<file path="src/design/ketl_pkg.sv">
// Package for the keyed event threshold limiter.
// Holds widths, register indexes, reset constants and shared structs.
package ketl_pkg;
  localparam int TableEntries = 64;
  localparam int KeyBits = 32;
  localparam int SpanW = 24;
  localparam int CountNeededW = 16;
  localparam int CountW = 32;
  localparam int TimeW = 32;
  localparam int CfgIdxW = 2;
  localparam logic [SpanW-1:0] MaxlimitReset = 24'd86400;

  localparam logic [CfgIdxW-1:0] RegThreshold = 2'd0;
  localparam logic [CfgIdxW-1:0] RegLimit = 2'd1;
  localparam logic [CfgIdxW-1:0] RegMaxlimit = 2'd2;
  localparam logic [CfgIdxW-1:0] RegCountNeeded = 2'd3;

  // Controller to datapath commands.
  typedef struct packed {
    logic load;      // capture item and start scan
    logic scan;      // examine current scan entry
    logic rd_hit;    // read chosen entry
    logic mod_start; // begin count % n
    logic mod_step;  // one remainder step
    logic commit;    // write back and form result
  } ketl_cmd_t;

  typedef struct packed {
    logic scan_last;
    logic found;     // an entry (hit, reuse or free) is available
    logic mod_done;
  } ketl_sts_t;
endpackage

</file>
<file path="src/design/ketl_ctrl.sv">
// Controller state machine of the keyed event threshold limiter.
// Depends on ketl_pkg for the command and status structs.
module ketl_ctrl (
  input  logic                clk,
  input  logic                rst,
  input  logic                in_fire,
  input  logic                is_tick,
  input  logic                is_plain,
  input  logic                out_free,
  input  ketl_pkg::ketl_sts_t sts,
  output ketl_pkg::ketl_cmd_t cmd,
  output logic                idle,
  output logic                res_load
);
  typedef enum logic [6:0] {
    S_IDLE = 7'b0000001,
    S_SCAN = 7'b0000010,
    S_READ = 7'b0000100,
    S_MODS = 7'b0001000,
    S_MOD  = 7'b0010000,
    S_COMM = 7'b0100000,
    S_OUT  = 7'b1000000
  } state_t;

  state_t state, state_next;

  always_ff @(posedge clk) begin
    if (rst) state <= S_IDLE;
    else state <= state_next;
  end

  always_comb begin
    state_next = state;
    cmd = '0;
    res_load = 1'b0;
    idle = (state == S_IDLE);
    case (state)
      S_IDLE: begin
        if (in_fire && !is_tick) begin
          if (is_plain) state_next = S_OUT;
          else begin
            cmd.load = 1'b1;
            state_next = S_SCAN;
          end
        end
      end
      S_SCAN: begin
        cmd.scan = 1'b1;
        if (sts.scan_last) state_next = S_READ;
      end
      S_READ: begin
        cmd.rd_hit = 1'b1;
        state_next = S_MODS;
      end
      S_MODS: begin
        cmd.mod_start = 1'b1;
        state_next = sts.found ? S_MOD : S_OUT;
      end
      S_MOD: begin
        cmd.mod_step = 1'b1;
        if (sts.mod_done) state_next = S_COMM;
      end
      S_COMM: begin
        cmd.commit = 1'b1;
        state_next = S_OUT;
      end
      S_OUT: begin
        if (out_free) begin
          res_load = 1'b1;
          state_next = S_IDLE;
        end
      end
      default: state_next = S_IDLE;
    endcase
  end
endmodule

</file>
<file path="config.mk">
export PLATFORM = sky130hd
export DESIGN_NAME = ketl_ctrl
export DESIGN_NICKNAME = d
export VERILOG_FILES = /design/src/design/ketl_pkg.sv /design/src/design/ketl_ctrl.sv
export SDC_FILE = /design/constraint.sdc
export NUM_CORES = 1
export LEC_CHECK = 0
export BUFFER_PORTS_ARGS = -buffer_cell sky130_fd_sc_hd__buf_4
export CORE_AREA = 3 3 40 42
export DETAILED_ROUTE_END_ITERATION = 8
export DIE_AREA = 0 0 43 45
export PLACE_DENSITY = 0.61
export SLEW_MARGIN = 20
export SYNTH_ARGS = -nofsm -noshare
export SYNTH_HDL_FRONTEND = slang
export SYNTH_SLANG_ARGS = --single-unit
</file>
<file path="constraint.sdc">
create_clock -name clk -period 5.1 [get_ports clk]
set_input_delay 1.02 -clock clk [delete_from_list [all_inputs] [get_ports clk]]
set_output_delay 1.02 -clock clk [all_outputs]
set_load 0.05 [all_outputs]
</file>
==> metrics.txt, run 1 <==
# TYPE chip_impl_metric gauge
chip_impl_metric{name="netlist_area",unit="um2"} 482
chip_impl_metric{name="area_fraction_of_the_dominant_cell_type_after_synthesis",unit=""} 0.291
chip_impl_metric{name="timing.slew.headroom",unit=""} 0.679
chip_impl_info{name="run_status",value="complete, no violations"} 1
chip_impl_metric{name="cap_viol_max_count",unit=""} 0
chip_impl_metric{name="timing.setup.tns",unit="ns"} 0
chip_impl_info{name="regToRegStartpoint",value="state[3]"} 1
chip_impl_metric{name="overflow",unit=""} 0
chip_impl_metric{name="critical_path.max_fanout",unit=""} 9
chip_impl_metric{name="cts-buffers-inserted",unit=""} 3
chip_impl_metric{name="p_clk_frac",unit=""} 0.320
chip_impl_metric{name="avgRoutedWirePerCell",unit="um"} 13.4
chip_impl_metric{name="cts_max_path_buffers",unit=""} 2
chip_impl_metric{name="grt.total_usage",unit=""} 0.143
chip_impl_metric{name="met2_usage",unit=""} 0.219
chip_impl_metric{name="internal_power",unit="mW"} 0.106
chip_impl_metric{name="synth_enable_flop_cells",unit=""} 0
chip_impl_metric{name="antenna_left",unit=""} 0
chip_impl_metric{name="sw_frac_of_total",unit=""} 0.334
chip_impl_metric{name="num_antenna_cells",unit=""} 0
chip_impl_metric{name="vias_per_cell",unit=""} 5.49
chip_impl_metric{name="core_area",unit="um2"} 1280
chip_impl_metric{name="crit_arrival",unit="ns"} 2.03
chip_impl_metric{name="postCtsSetupBuffers",unit=""} 0
chip_impl_metric{name="count_of_boundary_i_o_pins",unit=""} 17
chip_impl_info{name="global_route.peak_usage_layer",value="met2"} 1
chip_impl_metric{name="grt_start_max_net_pins",unit=""} 10
chip_impl_metric{name="period_share",unit=""} 0.597
chip_impl_metric{name="vias_in_the_first_global_route",unit=""} 481
chip_impl_metric{name="static-leakage-power",unit="nW"} 0.258
chip_impl_info{name="launch_point_of_the_worst_path",value="state[3]"} 1
chip_impl_metric{name="ctsHtreeMaxLevel",unit=""} 1
chip_impl_metric{name="post-layout-total-power",unit="mW"} 0.159
chip_impl_info{name="yosys-top-cells-area",value="sky130_fd_sc_hd__dfxtp_1 (29%), sky130_fd_sc_hd__nor2_1 (5.5%), sky130_fd_sc_hd__nor4b_1 (5.5%), sky130_fd_sc_hd__nand2b_1 (5.2%), sky130_fd_sc_hd__nor3_1 (4.2%)"} 1
chip_impl_metric{name="setup_viol_count_final",unit=""} 0
chip_impl_info{name="worst_hold_launch",value="state[6]"} 1
chip_impl_metric{name="detailedRoute.firstIterationViolations",unit=""} 8
chip_impl_metric{name="power.sequential.fraction",unit=""} 0.384
chip_impl_metric{name="postCtsHoldBufs",unit=""} 0
chip_impl_metric{name="achievable-frequency",unit="MHz"} 328
chip_impl_metric{name="placementRows",unit=""} 13
chip_impl_metric{name="via_count",unit=""} 500
chip_impl_metric{name="post_layout_nonfiller_instances",unit=""} 91
chip_impl_metric{name="worstSkewPairLatency",unit="ns"} 0.25
chip_impl_metric{name="switching_component_of_the_power",unit="mW"} 0.0534
chip_impl_metric{name="final.setup_skew",unit="ns"} 0.00195
chip_impl_metric{name="postSynthCellCount",unit=""} 59
chip_impl_metric{name="place_area",unit="um2"} 598
chip_impl_metric{name="yosys_warnings",unit=""} 0
chip_impl_metric{name="chipHeight",unit="um"} 45
chip_impl_metric{name="final.setup.worst_slack",unit="ns"} 2.05
chip_impl_metric{name="combPwrFrac",unit=""} 0.296
chip_impl_info{name="cts_tree",value="yes"} 1
chip_impl_metric{name="gr-usage-met1",unit=""} 0.188
chip_impl_metric{name="synth_area_per_cell",unit="um2"} 8.16
chip_impl_info{name="largest_registers",value="state x7"} 1
chip_impl_metric{name="finish.utilization",unit=""} 0.486
chip_impl_info{name="hp-class",value="flop to flop"} 1
chip_impl_info{name="postSynth.topFlopCell",value="sky130_fd_sc_hd__dfxtp_1"} 1
chip_impl_metric{name="critical_path_required",unit="ns"} 4.08
chip_impl_metric{name="timing.hold.ws",unit="ns"} 0.641
chip_impl_info{name="synth_top_cell_by_area",value="sky130_fd_sc_hd__dfxtp_1"} 1
chip_impl_info{name="unrepaired_setup_endpoints_after_global_routing",value="no"} 1
chip_impl_metric{name="peakVddDrop",unit="V"} 0.000112
chip_impl_info{name="synth_top_cells_by_count",value="sky130_fd_sc_hd__dfxtp_1 (7), sky130_fd_sc_hd__nor2_1 (7), sky130_fd_sc_hd__nand2b_1 (4), sky130_fd_sc_hd__nor3_1 (4), sky130_fd_sc_hd__o21ai_0 (4)"} 1
chip_impl_metric{name="worst_slew_pin_slew",unit="ns"} 0.479
chip_impl_metric{name="final_layout_size_suffix_gt1_frac",unit=""} 0.316
chip_impl_metric{name="seq_area_frac_synth",unit=""} 0.291
chip_impl_metric{name="cts.clk_slew.worst_paths",unit="ns"} 0.05
chip_impl_info{name="crit_path_end_kind",value="primary output"} 1
chip_impl_metric{name="ffs_latches_synth",unit=""} 7
chip_impl_metric{name="die_area",unit="um2"} 1940
chip_impl_metric{name="finalWeightedCongestion",unit=""} 0.805
chip_impl_metric{name="grt_first_pass_wirelength",unit="mm"} 2.05
chip_impl_info{name="worst_setup_path_start_kind",value="flop"} 1
chip_impl_metric{name="die_w",unit="um"} 43
chip_impl_metric{name="dp_cells",unit=""} 87
chip_impl_metric{name="cts_resized",unit=""} 0
chip_impl_metric{name="nNetsFinal",unit=""} 86
chip_impl_metric{name="route.final.wire_length",unit="mm"} 1.22
chip_impl_metric{name="clock-sinks",unit=""} 7
chip_impl_metric{name="power.density",unit="nW/um2"} 255
chip_impl_metric{name="final_area",unit="um2"} 624
chip_impl_metric{name="drt_drc_violations_left",unit=""} 0
chip_impl_metric{name="final_hold_viol_count",unit=""} 0
chip_impl_metric{name="timing.final.max_slew_violations",unit=""} 0
chip_impl_metric{name="initial_core_util",unit=""} 0.375
chip_impl_metric{name="place_ws",unit="ns"} 2.33
chip_impl_info{name="timing.setup.critical_path_class",value="flop to primary output"} 1
chip_impl_metric{name="use_met3",unit=""} 0.0359
chip_impl_metric{name="initial_antenna_violation_count",unit=""} 0
chip_impl_metric{name="largest_register_ff_count",unit=""} 7
chip_impl_metric{name="area.growth.synth_to_final",unit="%"} 29.6
chip_impl_metric{name="netlist-cell-type-count",unit=""} 30
chip_impl_info{name="buffer_type_at_the_clock_tree_root",value="sky130_fd_sc_hd__clkbuf_4"} 1
chip_impl_metric{name="numPortBuffers",unit=""} 16
chip_impl_metric{name="synth_fp_nets",unit=""} 68
chip_impl_metric{name="dr.pass1.iters",unit=""} 4
chip_impl_metric{name="layout_min_cycle_time",unit="ns"} 3.05
chip_impl_info{name="largest-register",value="state"} 1
chip_impl_metric{name="dp.final_hpwl",unit="um"} 948
chip_impl_metric{name="ys_async_sr_fraction",unit=""} 0
-- layout by cell type, fill, tap and decap left out --
master	netlist	layout
sky130_fd_sc_hd__o221ai_2	1	1
sky130_fd_sc_hd__nor4_1	1	1
sky130_fd_sc_hd__a31oi_1	1	1
sky130_fd_sc_hd__or4b_2	1	1
sky130_fd_sc_hd__or4_1	1	1
sky130_fd_sc_hd__and3_1	2	2
sky130_fd_sc_hd__or4_4	1	1
sky130_fd_sc_hd__a32oi_1	1	1
sky130_fd_sc_hd__o22a_1	2	2
sky130_fd_sc_hd__buf_4	1	16
sky130_fd_sc_hd__o211ai_1	1	1
sky130_fd_sc_hd__or2_0	1	1
sky130_fd_sc_hd__inv_1	3	3
sky130_fd_sc_hd__or2b_1	1	1
sky130_fd_sc_hd__or4b_4	1	1
sky130_fd_sc_hd__o32a_1	1	1
sky130_fd_sc_hd__xor2_1	1	1
sky130_fd_sc_hd__nor3_1	4	4
sky130_fd_sc_hd__or2_2	1	1
sky130_fd_sc_hd__o21ai_0	4	4
sky130_fd_sc_hd__nor2_1	7	7
sky130_fd_sc_hd__clkbuf_1	1	1
sky130_fd_sc_hd__clkbuf_4	0	3
sky130_fd_sc_hd__nand2_1	2	2
sky130_fd_sc_hd__o32ai_1	1	1
sky130_fd_sc_hd__a21oi_1	2	2
sky130_fd_sc_hd__nand2b_1	4	4
sky130_fd_sc_hd__dfxtp_1	7	7
sky130_fd_sc_hd__nor4b_1	3	3
sky130_fd_sc_hd__a2bb2oi_1	1	1
-- critical path, cell delays in order (launching register included) --
cell	delay, ns
sky130_fd_sc_hd__dfxtp_1	0.39
sky130_fd_sc_hd__or4_4	0.58
sky130_fd_sc_hd__or4b_4	0.54
sky130_fd_sc_hd__inv_1	0.08
sky130_fd_sc_hd__buf_4	0.19
-- layer usage --
layer	wire (um)	vias up
met5	0	-
met4	10	0
met3	66	2
met2	553	14
met1	587	228
li1	-	256
-- power groups by stage --
stage	registers, mW	clock network, mW	logic (mW)
after floorplan	0.0611	0	0.0334
after global placement	0.0624	0	0.0478
after detailed placement	0.0624	0	0.0470
after CTS	0.0611	0.0533	0.0474
after global routing	0.0620	0.0541	0.0515
final	0.0613	0.0510	0.0472
-- final cells by class --
cell class              instances  area [um2]
repair buffers                 16         120
flip-flops and latches          7         140
inverters                       3        11.3
well taps                      15        18.8
multi-input cells              46         308
fillers                       132         661
clock buffers                   4        26.3
-- kinds of logic (layout without fill, tap and decap cells) --
group	count (synthesis)	in the layout	share of synthesized area
AOI/OAI and AO/OA	15	15	0.234
xor gates and xnor gates	1	1	0.0182
buffers and inverters	6	23	0.0701
DFF	7	7	0.291
and+or+nand+nor	30	30	0.387
-- path summary, 6_finish.rpt --
path	cells past startpoint	endpoint	slack (ns)
setup reg to reg	4	state[3]	3.04
setup / recovery	4	cmd[4]	2.05
hold / removal	2	state[6]	0.64
hold reg to reg	2	state[6]	0.64
Note: power is estimated with default switching activity, not from simulation.
==> inputs of run 2 (changes only) <==
==> constraint.sdc (replaced) <==
create_clock -name clk -period 3 [get_ports clk]
set_input_delay 0.6 -clock clk [delete_from_list [all_inputs] [get_ports clk]]
set_output_delay 0.6 -clock clk [all_outputs]
set_load 0.05 [all_outputs]
==> run 2 against run 1 <==
  * Hold slack got worse by 0.094 ns
  * Clock skew decreased by 0.0015 ns
  * Core utilization is 0.97 points higher
  * Sequential share of layout area decreased by 0.44 points
  * Clock-buffer cell count unchanged
  * Critical path depth is the same
  * Routed wire length about the same
  * First-iteration DRC count rose by 25%
  * Global-route usage down 0.25 points
  * Sequential power grew 71%
  * Largest cell class unchanged
==> metrics.txt, run 2 (synthesized netlist as in run 1, its figures left out) <==
# TYPE chip_impl_metric gauge
chip_impl_metric{name="grt.total_usage",unit=""} 0.141
chip_impl_metric{name="drt_drc_violations_left",unit=""} 0
chip_impl_metric{name="avgRoutedWirePerCell",unit="um"} 13.4
chip_impl_info{name="unrepaired_setup_endpoints_after_global_routing",value="no"} 1
chip_impl_metric{name="numPortBuffers",unit=""} 16
chip_impl_metric{name="vias_per_cell",unit=""} 5.54
chip_impl_metric{name="achievable-frequency",unit="MHz"} 381
chip_impl_metric{name="static-leakage-power",unit="nW"} 0.260
chip_impl_metric{name="final_hold_viol_count",unit=""} 0
chip_impl_metric{name="via_count",unit=""} 504
chip_impl_metric{name="timing.setup.tns",unit="ns"} 0
chip_impl_metric{name="count_of_boundary_i_o_pins",unit=""} 17
chip_impl_metric{name="final_layout_size_suffix_gt1_frac",unit=""} 0.342
chip_impl_metric{name="post_layout_nonfiller_instances",unit=""} 91
chip_impl_metric{name="postCtsSetupBuffers",unit=""} 0
chip_impl_metric{name="ctsHtreeMaxLevel",unit=""} 1
chip_impl_metric{name="cts.clk_slew.worst_paths",unit="ns"} 0.06
chip_impl_metric{name="post-layout-total-power",unit="mW"} 0.279
chip_impl_metric{name="die_area",unit="um2"} 1940
chip_impl_metric{name="core_area",unit="um2"} 1280
chip_impl_metric{name="slack_of_the_worst_reg_to_reg_path",unit="ns"} 0.97
chip_impl_metric{name="cap_viol_max_count",unit=""} 0
chip_impl_metric{name="dr.pass1.iters",unit=""} 4
chip_impl_info{name="most-common-layout-cells",value="sky130_fd_sc_hd__buf_4 (16), sky130_fd_sc_hd__nor2_1 (7), sky130_fd_sc_hd__dfxtp_1 (7)"} 1
chip_impl_metric{name="layout_min_cycle_time",unit="ns"} 2.63
chip_impl_info{name="cts_tree",value="yes"} 1
chip_impl_metric{name="overflow",unit=""} 0
chip_impl_metric{name="dp.final_hpwl",unit="um"} 961
chip_impl_metric{name="vias_in_the_first_global_route",unit=""} 469
chip_impl_metric{name="timing.slew.headroom",unit=""} 0.644
chip_impl_metric{name="initial_core_util",unit=""} 0.375
chip_impl_metric{name="period_share",unit=""} 0.875
chip_impl_metric{name="nNetsFinal",unit=""} 86
chip_impl_metric{name="dp_cells",unit=""} 87
chip_impl_metric{name="chipHeight",unit="um"} 45
chip_impl_metric{name="place_ws",unit="ns"} 0.664
chip_impl_metric{name="initial_antenna_violation_count",unit=""} 0
chip_impl_metric{name="power.density",unit="nW/um2"} 439
chip_impl_metric{name="critical_path.max_fanout",unit=""} 9
chip_impl_info{name="worst_setup_path_start_kind",value="flop"} 1
chip_impl_metric{name="clock-sinks",unit=""} 7
chip_impl_metric{name="final.setup.worst_slack",unit="ns"} 0.374
chip_impl_info{name="launch_point_of_the_worst_path",value="state[4]"} 1
chip_impl_metric{name="critical_path_required",unit="ns"} 2.40
chip_impl_metric{name="crit_arrival",unit="ns"} 2.03
chip_impl_metric{name="worst_slew_pin_slew",unit="ns"} 0.531
chip_impl_info{name="mostFrequentLayoutCell",value="sky130_fd_sc_hd__buf_4"} 1
chip_impl_metric{name="peakVddDrop",unit="V"} 0.000195
chip_impl_metric{name="antenna_left",unit=""} 0
chip_impl_metric{name="final_area",unit="um2"} 637
chip_impl_metric{name="detailedRoute.firstIterationViolations",unit=""} 10
chip_impl_info{name="largest-register",value="state"} 1
chip_impl_metric{name="finalWeightedCongestion",unit=""} 0.767
chip_impl_metric{name="cts_max_path_buffers",unit=""} 2
chip_impl_info{name="hp-class",value="input pin to flop"} 1
chip_impl_metric{name="worstSkewPairLatency",unit="ns"} 0.26
chip_impl_info{name="worst_hold_launch",value="rst"} 1
chip_impl_metric{name="cts-buffers-inserted",unit=""} 3
chip_impl_metric{name="die_w",unit="um"} 43
chip_impl_metric{name="area.growth.synth_to_final",unit="%"} 32.2
chip_impl_info{name="timing.setup.critical_path_class",value="flop to primary output"} 1
chip_impl_info{name="buffer_type_at_the_clock_tree_root",value="sky130_fd_sc_hd__clkbuf_4"} 1
chip_impl_info{name="run_status",value="complete, no violations"} 1
chip_impl_metric{name="final.setup_skew",unit="ns"} 0.000447
chip_impl_info{name="crit_path_end_kind",value="primary output"} 1
chip_impl_metric{name="largest_register_ff_count",unit=""} 7
chip_impl_metric{name="place_area",unit="um2"} 611
chip_impl_metric{name="num_antenna_cells",unit=""} 0
chip_impl_metric{name="route.final.wire_length",unit="mm"} 1.22
chip_impl_info{name="regToRegStartpoint",value="state[4]"} 1
chip_impl_metric{name="grt_start_max_net_pins",unit=""} 10
chip_impl_metric{name="timing.final.max_slew_violations",unit=""} 0
chip_impl_metric{name="grt_first_pass_wirelength",unit="mm"} 2.04
chip_impl_metric{name="setup_viol_count_final",unit=""} 0
chip_impl_metric{name="postCtsHoldBufs",unit=""} 0
chip_impl_metric{name="cts_resized",unit=""} 0
chip_impl_metric{name="placementRows",unit=""} 13
chip_impl_info{name="largest_registers",value="state x7"} 1
run 2: path summary, 6_finish.rpt:
| path | cells after the start | end |
|---|---|---|
| worst min-delay path | 2 | state[1] |
| worst min register to register | 2 | state[6] |
| worst max-delay path | 4 | cmd[4] |
| worst max register to register | 4 | state[3] |
run 2: final cells by class:
class,instances,area (um2)
clock buffers,4,26.3
fillers,135,648
inverters,3,11.3
multi-input cells,46,320
flip-flops and latches,7,140
well taps,15,18.8
repair buffers,16,120
run 2: per-layer routing:
metal | GRT usage | wire [um] | vias up
li1 | - | - | 258
met1 | 0.181 | 591 | 224
met2 | 0.216 | 519 | 17
met3 | 0.0279 | 77 | 5
met4 | 0.0904 | 28 | 0
met5 | 0 | 0 | -
run 2: critical path, stage by stage (launching register included):
cell                      delay, ns
sky130_fd_sc_hd__dfxtp_1       0.39
sky130_fd_sc_hd__or4_4         0.57
sky130_fd_sc_hd__or4b_4        0.54
sky130_fd_sc_hd__inv_1         0.07
sky130_fd_sc_hd__buf_4         0.19
run 2: per-stage QoR:
| step | hold slack, ns | utilization |
|---|---|---|
| CTS | 0.548 | 0.496 |
| finish | 0.546 | 0.496 |
| floorplan | 0.573 | - |
| detailed placement | 0.643 | 0.475 |
| global route | 0.560 | 0.496 |
| global placement | 0.651 | 0.475 |
run 2: where the power goes:
| part | switching (mW) | internal, mW | total [mW] | leakage, nW |
|---|---|---|---|---|
| logic | 0.0492 | 0.0327 | 0.0819 | 0.188 |
| registers | 0.00751 | 0.0972 | 0.105 | 0.0568 |
| clock network | 0.0415 | 0.0512 | 0.0927 | 0.0150 |
==> inputs of run 3 (changes only) <==
--- a/config.mk
+++ b/config.mk
@@ -9,7 +9,7 @@
 export CORE_AREA = 3 3 40 42
 export DETAILED_ROUTE_END_ITERATION = 8
 export DIE_AREA = 0 0 43 45
-export PLACE_DENSITY = 0.61
+export PLACE_DENSITY_LB_ADDON = 0.05
 export SLEW_MARGIN = 20
 export SYNTH_ARGS = -nofsm -noshare
 export SYNTH_HDL_FRONTEND = slang
==> run 3 against run 2 <==
  * Clock skew increased by 0.0024 ns
  * Design area unchanged
  * Sequential power about the same
  * Critical path depth unchanged
  * Combinational power about the same
  * First-iteration DRC count increased by 10%
  * Clock-buffer cell count unchanged
  * Hold slack got worse by 0.0069 ns
  * Worst setup slack got worse by 0.0021 ns
  * Routed wire length increased by 3.5%
  * Critical endpoint unchanged
  * Largest cell class unchanged
==> metrics.txt, run 3 (synthesized netlist as in run 1, its figures left out) <==
# TYPE chip_impl_metric gauge
chip_impl_metric{name="clock-sinks",unit=""} 7
chip_impl_metric{name="grt.total_usage",unit=""} 0.147
chip_impl_metric{name="postCtsHoldBufs",unit=""} 0
chip_impl_info{name="timing.setup.critical_path_class",value="flop to primary output"} 1
chip_impl_metric{name="final_hold_viol_count",unit=""} 0
chip_impl_info{name="buffer_type_at_the_clock_tree_root",value="sky130_fd_sc_hd__clkbuf_4"} 1
chip_impl_metric{name="vias_in_the_first_global_route",unit=""} 463
chip_impl_metric{name="dr.pass1.iters",unit=""} 4
chip_impl_metric{name="die_w",unit="um"} 43
chip_impl_metric{name="setup_viol_count_final",unit=""} 0
chip_impl_metric{name="final_area",unit="um2"} 637
chip_impl_metric{name="critical_path_required",unit="ns"} 2.40
chip_impl_metric{name="final.setup.worst_slack",unit="ns"} 0.372
chip_impl_metric{name="cts_resized",unit=""} 0
chip_impl_metric{name="largest_register_ff_count",unit=""} 7
chip_impl_metric{name="avgRoutedWirePerCell",unit="um"} 13.8
chip_impl_metric{name="post-layout-total-power",unit="mW"} 0.275
chip_impl_metric{name="timing.setup.tns",unit="ns"} 0
chip_impl_metric{name="cap_viol_max_count",unit=""} 0
chip_impl_metric{name="nNetsFinal",unit=""} 86
chip_impl_metric{name="static-leakage-power",unit="nW"} 0.260
chip_impl_metric{name="postCtsSetupBuffers",unit=""} 0
chip_impl_metric{name="core_area",unit="um2"} 1280
chip_impl_metric{name="finalWeightedCongestion",unit=""} 0.722
chip_impl_metric{name="route.final.wire_length",unit="mm"} 1.26
chip_impl_metric{name="layout_min_cycle_time",unit="ns"} 2.63
chip_impl_metric{name="finish.utilization",unit=""} 0.496
chip_impl_metric{name="cts-buffers-inserted",unit=""} 3
chip_impl_metric{name="final_layout_size_suffix_gt1_frac",unit=""} 0.342
chip_impl_metric{name="cts.clk_slew.worst_paths",unit="ns"} 0.05
chip_impl_metric{name="dp.final_hpwl",unit="um"} 987
chip_impl_info{name="cts_tree",value="yes"} 1
chip_impl_metric{name="critical_path.max_fanout",unit=""} 9
chip_impl_metric{name="met2RoutedLength",unit="um"} 576
chip_impl_metric{name="overflow",unit=""} 0
chip_impl_metric{name="period_share",unit=""} 0.876
chip_impl_metric{name="worstSkewPairLatency",unit="ns"} 0.26
chip_impl_info{name="unrepaired_setup_endpoints_after_global_routing",value="no"} 1
chip_impl_metric{name="final.setup_skew",unit="ns"} 0.00283
chip_impl_metric{name="timing.final.max_slew_violations",unit=""} 0
chip_impl_metric{name="area.growth.synth_to_final",unit="%"} 32.2
chip_impl_metric{name="achievable-frequency",unit="MHz"} 381
chip_impl_metric{name="grt_first_pass_wirelength",unit="mm"} 2.06
chip_impl_metric{name="place_area",unit="um2"} 611
chip_impl_metric{name="vias_per_cell",unit=""} 5.65
chip_impl_metric{name="timing.slew.headroom",unit=""} 0.659
chip_impl_metric{name="detailedRoute.firstIterationViolations",unit=""} 11
chip_impl_metric{name="die_area",unit="um2"} 1940
chip_impl_metric{name="wl_met1",unit="um"} 586
chip_impl_metric{name="grt_start_max_net_pins",unit=""} 10
chip_impl_metric{name="timing.hold.ws",unit="ns"} 0.539
chip_impl_info{name="largest-register",value="state"} 1
chip_impl_info{name="largest_registers",value="state x7"} 1
chip_impl_metric{name="dp_cells",unit=""} 87
chip_impl_metric{name="crit_arrival",unit="ns"} 2.03
chip_impl_metric{name="initial_antenna_violation_count",unit=""} 0
chip_impl_metric{name="ctsHtreeMaxLevel",unit=""} 1
chip_impl_metric{name="placementRows",unit=""} 13
chip_impl_info{name="most-common-layout-cells",value="sky130_fd_sc_hd__buf_4 (16), sky130_fd_sc_hd__nor2_1 (7), sky130_fd_sc_hd__dfxtp_1 (7)"} 1
chip_impl_metric{name="n_fill_cell",unit=""} 141
chip_impl_metric{name="antenna_left",unit=""} 0
chip_impl_metric{name="via_count",unit=""} 514
chip_impl_info{name="hp-class",value="input pin to flop"} 1
chip_impl_info{name="mostFrequentLayoutCell",value="sky130_fd_sc_hd__buf_4"} 1
chip_impl_metric{name="numPortBuffers",unit=""} 16
chip_impl_info{name="run_status",value="complete, no violations"} 1
chip_impl_metric{name="drt_drc_violations_left",unit=""} 0
chip_impl_metric{name="chipHeight",unit="um"} 45
chip_impl_metric{name="worst_slew_pin_slew",unit="ns"} 0.508
chip_impl_info{name="top_layer_used",value="met4"} 1
chip_impl_metric{name="initial_core_util",unit=""} 0.375
chip_impl_metric{name="num_antenna_cells",unit=""} 0
chip_impl_metric{name="total_length_of_routed_met3_wires",unit="um"} 76
chip_impl_metric{name="place_ws",unit="ns"} 0.657
chip_impl_metric{name="post_layout_nonfiller_instances",unit=""} 91
chip_impl_info{name="crit_path_end_kind",value="primary output"} 1
chip_impl_metric{name="count_of_boundary_i_o_pins",unit=""} 17
chip_impl_info{name="worst_setup_path_start_kind",value="flop"} 1
chip_impl_metric{name="power.density",unit="nW/um2"} 432
chip_impl_metric{name="peakVddDrop",unit="V"} 0.000162
chip_impl_metric{name="cts_max_path_buffers",unit=""} 2
## run 3: cell counts in the layout (fill, tap and decap cells not counted)
Identical to the previous run, type by type.
## run 3: critical path, cell delays in order (launching register included)
cell and delay, ns:
sky130_fd_sc_hd__dfxtp_1 0.38, sky130_fd_sc_hd__or4_4 0.59, sky130_fd_sc_hd__or4b_4 0.54, sky130_fd_sc_hd__inv_1 0.07
sky130_fd_sc_hd__buf_4 0.19
## run 3: where the power goes
part | leakage, nW | internal [mW] | switching, mW
Combinational | 0.188 | 0.0327 | 0.0492
Clock | 0.0150 | 0.0509 | 0.0376
Sequential | 0.0568 | 0.0973 | 0.00736
Total | 0.260 | 0.181 | 0.0941
## run 3: layout make-up
| cell class | count | area (um2) | area share |
|---|---|---|---|
| inverters | 3 | 11.3 | 0.0177 |
| repair buffers | 16 | 120 | 0.189 |
| well taps | 15 | 18.8 | 0.0295 |
| clock buffers | 4 | 26.3 | 0.0413 |
| multi-input cells | 46 | 320 | 0.503 |
| flip-flops and latches | 7 | 140 | 0.220 |
## run 3: worst paths after layout
check | to | from | cells past startpoint | slack [ns]
max reg2reg | state[3] | state[3] | 4 | 0.95
min | state[1] | rst | 2 | 0.54
max | cmd[4] | state[3] | 4 | 0.37
min reg2reg | state[6] | state[6] | 2 | 0.64
## run 3: metal layers
layer | track usage | up-vias
met2 | 0.219 | 14
met3 | 0.0598 | 5
met4 | 0.0723 | 0
met5 | 0 | -
li1 | - | 258
met1 | 0.184 | 237
